[config.mk]
export PLATFORM = sky130hd
export DESIGN_NAME = frame_receive_deframer_unit
export DESIGN_NICKNAME = d
export VERILOG_FILES = /design/src/rtl/core/frd_pkg.sv /design/src/rtl/core/frd_step.sv /design/src/rtl/core/frame_receive_deframer_unit.sv
export SDC_FILE = /design/constraint.sdc
export NUM_CORES = 1
export LEC_CHECK = 0
export ABC_AREA = 1
export BUFFER_PORTS_ARGS = -buffer_cell sky130_fd_sc_hd__buf_2
export CORE_AREA = 5 5 160 162
export CTS_BUF_LIST = sky130_fd_sc_hd__clkbuf_16
export CTS_CLUSTER_DIAMETER = 200
export CTS_CLUSTER_SIZE = 24
export DETAILED_ROUTE_END_ITERATION = 7
export DIE_AREA = 0 0 165 167
export PLACE_DENSITY = 0.44
export SYNTH_ARGS = -nofsm -noshare
export SYNTH_HDL_FRONTEND = slang
export SYNTH_HIERARCHICAL = 1
export SYNTH_SLANG_ARGS = --single-unit
[constraint.sdc]
create_clock -name i_clk -period 4.6 [get_ports i_clk]
set_input_delay 0.92 -clock i_clk [delete_from_list [all_inputs] [get_ports i_clk]]
set_output_delay 0.92 -clock i_clk [all_outputs]
set_load 0.01 [all_outputs]
[src/rtl/core/frd_pkg.sv]
// ----------------------------------------------------------------------------
// frd_pkg: shared definitions for the frame receive deframer
// Field widths, phase and status codes, and the state and result records
// that pass between the top level and the step logic.
// ----------------------------------------------------------------------------
`default_nettype none

package frd_pkg;

    // Field widths
    localparam int LEN_W   = 16;
    localparam int BYTE_W  = 8;
    localparam int STAT_W  = 3;
    localparam int PHASE_W = 3;

    // Receiver phases
    localparam logic [PHASE_W-1:0] PH_IDLE   = 3'd0;
    localparam logic [PHASE_W-1:0] PH_LEN_LO = 3'd1;
    localparam logic [PHASE_W-1:0] PH_LEN_HI = 3'd2;
    localparam logic [PHASE_W-1:0] PH_DATA   = 3'd3;
    localparam logic [PHASE_W-1:0] PH_CSUM   = 3'd4;

    // Result status codes
    localparam logic [STAT_W-1:0] ST_NONE     = 3'd0;
    localparam logic [STAT_W-1:0] ST_DATA     = 3'd1;
    localparam logic [STAT_W-1:0] ST_OK       = 3'd2;
    localparam logic [STAT_W-1:0] ST_BAD_SUM  = 3'd3;
    localparam logic [STAT_W-1:0] ST_RX_ERR   = 3'd4;
    localparam logic [STAT_W-1:0] ST_BUSY     = 3'd5;
    localparam logic [STAT_W-1:0] ST_TOO_LONG = 3'd6;

    // Request codes
    localparam logic REQ_BYTE = 1'b0;
    localparam logic REQ_ARM  = 1'b1;

    // Receiver state
    typedef struct packed {
        logic [PHASE_W-1:0] phase;
        logic [LEN_W-1:0]   length;
        logic [LEN_W-1:0]   count;
        logic [BYTE_W-1:0]  sum;
    } t_state;

    // One input item
    typedef struct packed {
        logic              req_type;
        logic [BYTE_W-1:0] rx_byte;
        logic              rx_error;
    } t_item;

    // One result item
    typedef struct packed {
        logic [STAT_W-1:0] status;
        logic [BYTE_W-1:0] data_byte;
        logic [LEN_W-1:0]  byte_index;
        logic [LEN_W-1:0]  frame_length;
        logic [BYTE_W-1:0] calc_checksum;
    } t_result;

endpackage

`default_nettype wire

[src/rtl/core/frd_step.sv]
// ----------------------------------------------------------------------------
// frd_step: per-byte state update of the deframer
// Takes the current receiver state and one item, gives the next state and
// the result item. Purely combinational.
// ----------------------------------------------------------------------------
`default_nettype none

module frd_step (
    input  wire frd_pkg::t_state              i_state,
    input  wire frd_pkg::t_item               i_item,
    input  wire [frd_pkg::LEN_W-1:0]          i_max_len,
    output frd_pkg::t_state                   o_state,
    output frd_pkg::t_result                  o_result
);

    frd_pkg::t_state              n_state;
    logic [frd_pkg::STAT_W-1:0]   status;
    logic [frd_pkg::BYTE_W-1:0]   dbyte;
    logic [frd_pkg::LEN_W-1:0]    idx;
    logic [frd_pkg::LEN_W-1:0]    hdr_len;
    logic [frd_pkg::LEN_W-1:0]    next_count;

    // Full length once the high header byte lands
    assign hdr_len    = {i_item.rx_byte, i_state.length[frd_pkg::BYTE_W-1:0]};
    assign next_count = i_state.count + frd_pkg::LEN_W'(1);

    // Phase sequencing and result selection
    always_comb begin
        n_state = i_state;
        status  = frd_pkg::ST_NONE;
        dbyte   = '0;
        idx     = '0;
        if (i_item.req_type == frd_pkg::REQ_ARM) begin
            if (i_state.phase == frd_pkg::PH_IDLE) begin
                n_state.phase  = frd_pkg::PH_LEN_LO;
                n_state.length = '0;
                n_state.count  = '0;
                n_state.sum    = '0;
            end else begin
                status = frd_pkg::ST_BUSY;
            end
        end else begin
            unique case (i_state.phase)
                frd_pkg::PH_LEN_LO: begin
                    if (i_item.rx_error) begin
                        status        = frd_pkg::ST_RX_ERR;
                        n_state.phase = frd_pkg::PH_IDLE;
                    end else begin
                        n_state.length = frd_pkg::LEN_W'(i_item.rx_byte);
                        n_state.phase  = frd_pkg::PH_LEN_HI;
                    end
                end
                frd_pkg::PH_LEN_HI: begin
                    if (i_item.rx_error) begin
                        status        = frd_pkg::ST_RX_ERR;
                        n_state.phase = frd_pkg::PH_IDLE;
                    end else begin
                        n_state.length = hdr_len;
                        if (hdr_len > i_max_len) begin
                            status        = frd_pkg::ST_TOO_LONG;
                            n_state.phase = frd_pkg::PH_IDLE;
                        end else if (hdr_len == '0) begin
                            n_state.phase = frd_pkg::PH_CSUM;
                        end else begin
                            n_state.phase = frd_pkg::PH_DATA;
                        end
                    end
                end
                frd_pkg::PH_DATA: begin
                    idx = i_state.count;
                    if (i_item.rx_error) begin
                        status        = frd_pkg::ST_RX_ERR;
                        n_state.phase = frd_pkg::PH_IDLE;
                    end else begin
                        status        = frd_pkg::ST_DATA;
                        dbyte         = i_item.rx_byte;
                        n_state.sum   = i_state.sum + i_item.rx_byte;
                        n_state.count = next_count;
                        if (next_count == i_state.length) begin
                            n_state.phase = frd_pkg::PH_CSUM;
                        end
                    end
                end
                frd_pkg::PH_CSUM: begin
                    if (i_item.rx_error) begin
                        status = frd_pkg::ST_RX_ERR;
                        idx    = i_state.length;
                    end else if (i_item.rx_byte == i_state.sum) begin
                        status = frd_pkg::ST_OK;
                    end else begin
                        status = frd_pkg::ST_BAD_SUM;
                    end
                    n_state.phase = frd_pkg::PH_IDLE;
                end
                default: begin
                    // idle: a byte with no frame armed is dropped
                end
            endcase
        end
    end

    assign o_state                = n_state;
    assign o_result.status        = status;
    assign o_result.data_byte     = dbyte;
    assign o_result.byte_index    = idx;
    assign o_result.frame_length  = n_state.length;
    assign o_result.calc_checksum = n_state.sum;

endmodule

`default_nettype wire

[src/rtl/core/frame_receive_deframer_unit.sv]
// ----------------------------------------------------------------------------
// frame_receive_deframer_unit: length-prefixed frame receiver
// Arm, 16-bit length low byte first, data bytes, then a modulo-256 sum.
// ----------------------------------------------------------------------------
//  channel  | handshake            | payload
//  ---------+----------------------+---------------------------------------
//  input    | i_valid / o_ready    | i_req_type, i_rx_byte, i_rx_error
//  result   | o_valid / i_ready    | o_status, o_data_byte, o_byte_index,
//           |                      | o_frame_length, o_calc_checksum
//  config   | i_cfg_we             | i_cfg_wdata (max_frame_length)
//
//  One result per input transfer; one transfer per cycle sustained while the result side does not stall.
//  Path: input register, then step logic into the result register. Receiver
//  state updates as an item leaves the input register.
//  A stall on the result side holds the result register; o_ready drops
//  once the input register is also full.
//  Synchronous reset clears valids and receiver state, limit to 65535.
// ----------------------------------------------------------------------------
`default_nettype none

module frame_receive_deframer_unit (
    input  wire                         i_clk,
    input  wire                         i_rst_n,
    input  wire                         i_cfg_we,
    input  wire [frd_pkg::LEN_W-1:0]    i_cfg_wdata,
    input  wire                         i_valid,
    output logic                        o_ready,
    input  wire                         i_req_type,
    input  wire [frd_pkg::BYTE_W-1:0]   i_rx_byte,
    input  wire                         i_rx_error,
    output logic                        o_valid,
    input  wire                         i_ready,
    output logic [frd_pkg::STAT_W-1:0]  o_status,
    output logic [frd_pkg::BYTE_W-1:0]  o_data_byte,
    output logic [frd_pkg::LEN_W-1:0]   o_byte_index,
    output logic [frd_pkg::LEN_W-1:0]   o_frame_length,
    output logic [frd_pkg::BYTE_W-1:0]  o_calc_checksum
);

    logic                     r_in_valid;
    frd_pkg::t_item           r_in_item;
    logic                     r_out_valid;
    frd_pkg::t_result         r_out;
    frd_pkg::t_state          r_state;
    logic [frd_pkg::LEN_W-1:0] r_max_len;

    frd_pkg::t_state          n_state;
    frd_pkg::t_result         n_out;
    logic                     out_free;
    logic                     step_go;
    logic                     in_take;

    // Handshake: each register advances when the one after it is free
    assign out_free = !r_out_valid || i_ready;
    assign step_go  = r_in_valid && out_free;
    assign o_ready  = !r_in_valid || out_free;
    assign in_take  = i_valid && o_ready;

    // Configuration register
    always_ff @(posedge i_clk) begin
        if (!i_rst_n) begin
            r_max_len <= '1;
        end else if (i_cfg_we) begin
            r_max_len <= i_cfg_wdata;
        end
    end

    // Input register
    always_ff @(posedge i_clk) begin
        if (!i_rst_n) begin
            r_in_valid <= 1'b0;
        end else if (o_ready) begin
            r_in_valid <= i_valid;
        end
    end

    always_ff @(posedge i_clk) begin
        if (in_take) begin
            r_in_item.req_type <= i_req_type;
            r_in_item.rx_byte  <= i_rx_byte;
            r_in_item.rx_error <= i_rx_error;
        end
    end

    // Step logic
    frd_step u_step (
        .i_state  (r_state),
        .i_item   (r_in_item),
        .i_max_len(r_max_len),
        .o_state  (n_state),
        .o_result (n_out)
    );

    // Receiver state
    always_ff @(posedge i_clk) begin
        if (!i_rst_n) begin
            r_state.phase  <= frd_pkg::PH_IDLE;
            r_state.length <= '0;
            r_state.count  <= '0;
            r_state.sum    <= '0;
        end else if (step_go) begin
            r_state <= n_state;
        end
    end

    // Result register
    always_ff @(posedge i_clk) begin
        if (!i_rst_n) begin
            r_out_valid <= 1'b0;
        end else if (out_free) begin
            r_out_valid <= r_in_valid;
        end
    end

    always_ff @(posedge i_clk) begin
        if (step_go) begin
            r_out <= n_out;
        end
    end

    assign o_valid         = r_out_valid;
    assign o_status        = r_out.status;
    assign o_data_byte     = r_out.data_byte;
    assign o_byte_index    = r_out.byte_index;
    assign o_frame_length  = r_out.frame_length;
    assign o_calc_checksum = r_out.calc_checksum;

endmodule

`default_nettype wire

==> qor.txt <==
Post-CTS Setup Inserts: 0
Crit path DAT: 3.56 ns
Place WS: 1.392 ns
Clock Sinks: 122
Unique cell type count in the Yosys netlist: 40
Final Instance Area: 8155 µm²
Worst Path Required: 4.96 ns
Skew-Pair Late Insertion Delay: 0.42 ns
Crit share post-route: 0.6973
Tot GR Track Use: 0.1582
Clock Skews: 0.009132 ns
Worst hold path class: flip-flop to flip-flop
CP startpoint: r_in_item[9]
CTS root buf: clkbuf_16
Critical-path top delay cell: edfxtp_1
CTS resizes: 0
Critical path class: flip-flop to flip-flop
Total power: 3.015 mW
Max-slew violation total from the final report: 0
Area Overhead vs Synth: 14.81%
Post-synthesis register bit count: 122
PnR worst setup slack: 1.393 ns
H-tree depth: 4
Vias in the first global route: 5,887
Status: complete, no violations
Worst vdd ir: 0.0002384 V
RSZ-0062 raised after global routing: false
Most frequent cell on the critical path: inv_1
Grt ovf: 0
Initial core utilization: 0.2964
Yosys top cell area share: 0.2579
Port Buf Inserts: 83
Flop2flop setup slack: 1.39 ns
Antenna viol nets, final: 0
RePlAce Congestion: 0.9187
Post-synth top flop: edfxtp_1
Die area: 27,560 µm²
Delay of the slowest critical-path stage: 1.04 ns
I/O pin cnt: 84
RR Startpoint: r_in_item[9]
DR iter-0 viols: 478
Synth Cell Area: 7103 µm²
DP HPWL: 15,200 µm
FMAX: 311.8 MHz
Core Region: 23,960 µm²
Hold slack final: 0.4575 ns
Initial antenna violation count: 0
Sum of negative setup slack: 0 ns
Reg clk slew, reported paths: 0.06 ns
Placed instance area: 7571 µm²
Routed wire length per instance: 16.20 µm
Period minus WS final: 3.207 ns
Post-Route WL: 21,370 µm
Final setup viols: 0
Mapped Nets: 995
Cells after DPL: 1,287
Worst Tran Pin Value: 1.058 ns
Share of layout cells above drive strength 1: 0.1397
Clock buffer depth: 2
Lkg Pwr: 3.492 nW
Startpoint types: flip-flop
Cells on worst reg2reg path: 10
Count leader, synth: nand2_1
Asr flop ratio synth: 0
Non-Filler Instances: 1,319
Ys Warns: 6
EDFF count, synth: 61
CP endpoint kind: flip-flop
Final core utilization: 0.3403
Die Ht: 167 µm
Hold Crit Start: r_max_len[14]
Top cells by count, synth: nand2_1 (192), inv_1 (136), nand3_1 (112)
Synth Area per Inst: 7.564 µm²
Vias per cell: 4.678
Area contributors post-synth: edfxtp_1 (26%), dfxtp_1 (17%), nand2_1 (10%)
Post-synthesis cell count: 939
Hold-fix buffer count after cts: 0
Final hold vios: 0
Core Rows: 57
Yosys top cell by area: edfxtp_1
Largest net degree at the start of global routing: 55
Diode count: 0
Seq/Total Area, Yosys: 0.4298
CTS tree: done
Crit-path max FO: 26
Total CTS buffers: 17
Die Wd: 165 µm
Post-route DRC: 0
Slew headroom: 0.2945
Cells along the critical path: inv_1 -> a21oi_1 -> inv_1 -> o31ai_1 -> inv_1 -> o32ai_1 -> inv_1 -> nand3_1 -> nand2_1 -> nor2_1
Worst hold stages: 2
DR vias: 6,170
First-pass detailed-route iteration total: 6
Final net count: 1,038
Max-cap viol count: 0
PwrDens: 369.7 nW/µm²
First-pass GRT wire length: 33,830 µm
-- cell type report --
type / count / area (µm²)
clock buffers: 17 / 425.4
clock inverters: 15 / 158.9
fillers: 2637 / 15810
inverters: 140 / 525.5
multi-input cells: 610 / 3110
flip-flops and latches: 122 / 3054
well taps: 324 / 405.4
repair buffers: 91 / 475.5
-- layer usage --
layer	up-vias	GRT usage	routed length, µm
li1	3156	-	-
met1	2845	0.2295	10510
met2	150	0.2408	9560
met3	19	0.02669	1068
met4	0	0.04702	238
met5	-	0	0
-- registers in the layout, summed over array words and instances (netlist names) --
name	count
o_status	3
o_valid	1
r_state	43
o_byte_index	16
r_in_item	10
o_data_byte	8
r_in_valid	1
r_max_len	16
o_calc_checksum	8
o_frame_length	16
-- where the power goes --
group	leakage (nW)	internal (mW)	switching [mW]	total (mW)
clock network	0.284	0.841	0.516	1.36
registers	1.11	1.21	0.0750	1.28
logic	2.10	0.134	0.244	0.378
-- final timing paths --
path	to
worst max-delay path	r_state[37]
worst min-delay path	r_max_len[14]
worst max register to register	r_state[37]
worst min register to register	r_max_len[14]
-- cell usage in the layout, fill, tap and decap left out, types with 6 or more instances in the layout --
cell and count:
nand2_1 192, inv_1 138, nand3_1 112, nor2_1 93, buf_2 83, a21oi_1 76
edfxtp_1 61, dfxtp_1 60, ha_1 24, o21ai_0 23, o22ai_1 20, clkbuf_16 17
nand4_1 13, o32ai_1 10, buf_4 8, nand2_2 7, nor3_1 6
-- cell families after synthesis --
logic type	Yosys count	synth area share
simple gates	436	0.2681
buf+inv	207	0.1339
compound gates	142	0.1126
flops	122	0.4298
fa+ha+maj	25	0.04509
xor+xnor	7	0.01057
-- worst max-delay path: cells and delay by family (launching register included) --
| family | cells | cell delay [ns] |
|---|---|---|
| compound gates | 3 | 1.06 |
| flops | 1 | 1.04 |
| buf+inv | 4 | 0.77 |
| simple gates | 3 | 0.26 |
No activity file was read; power rests on OpenSTA's default activity.
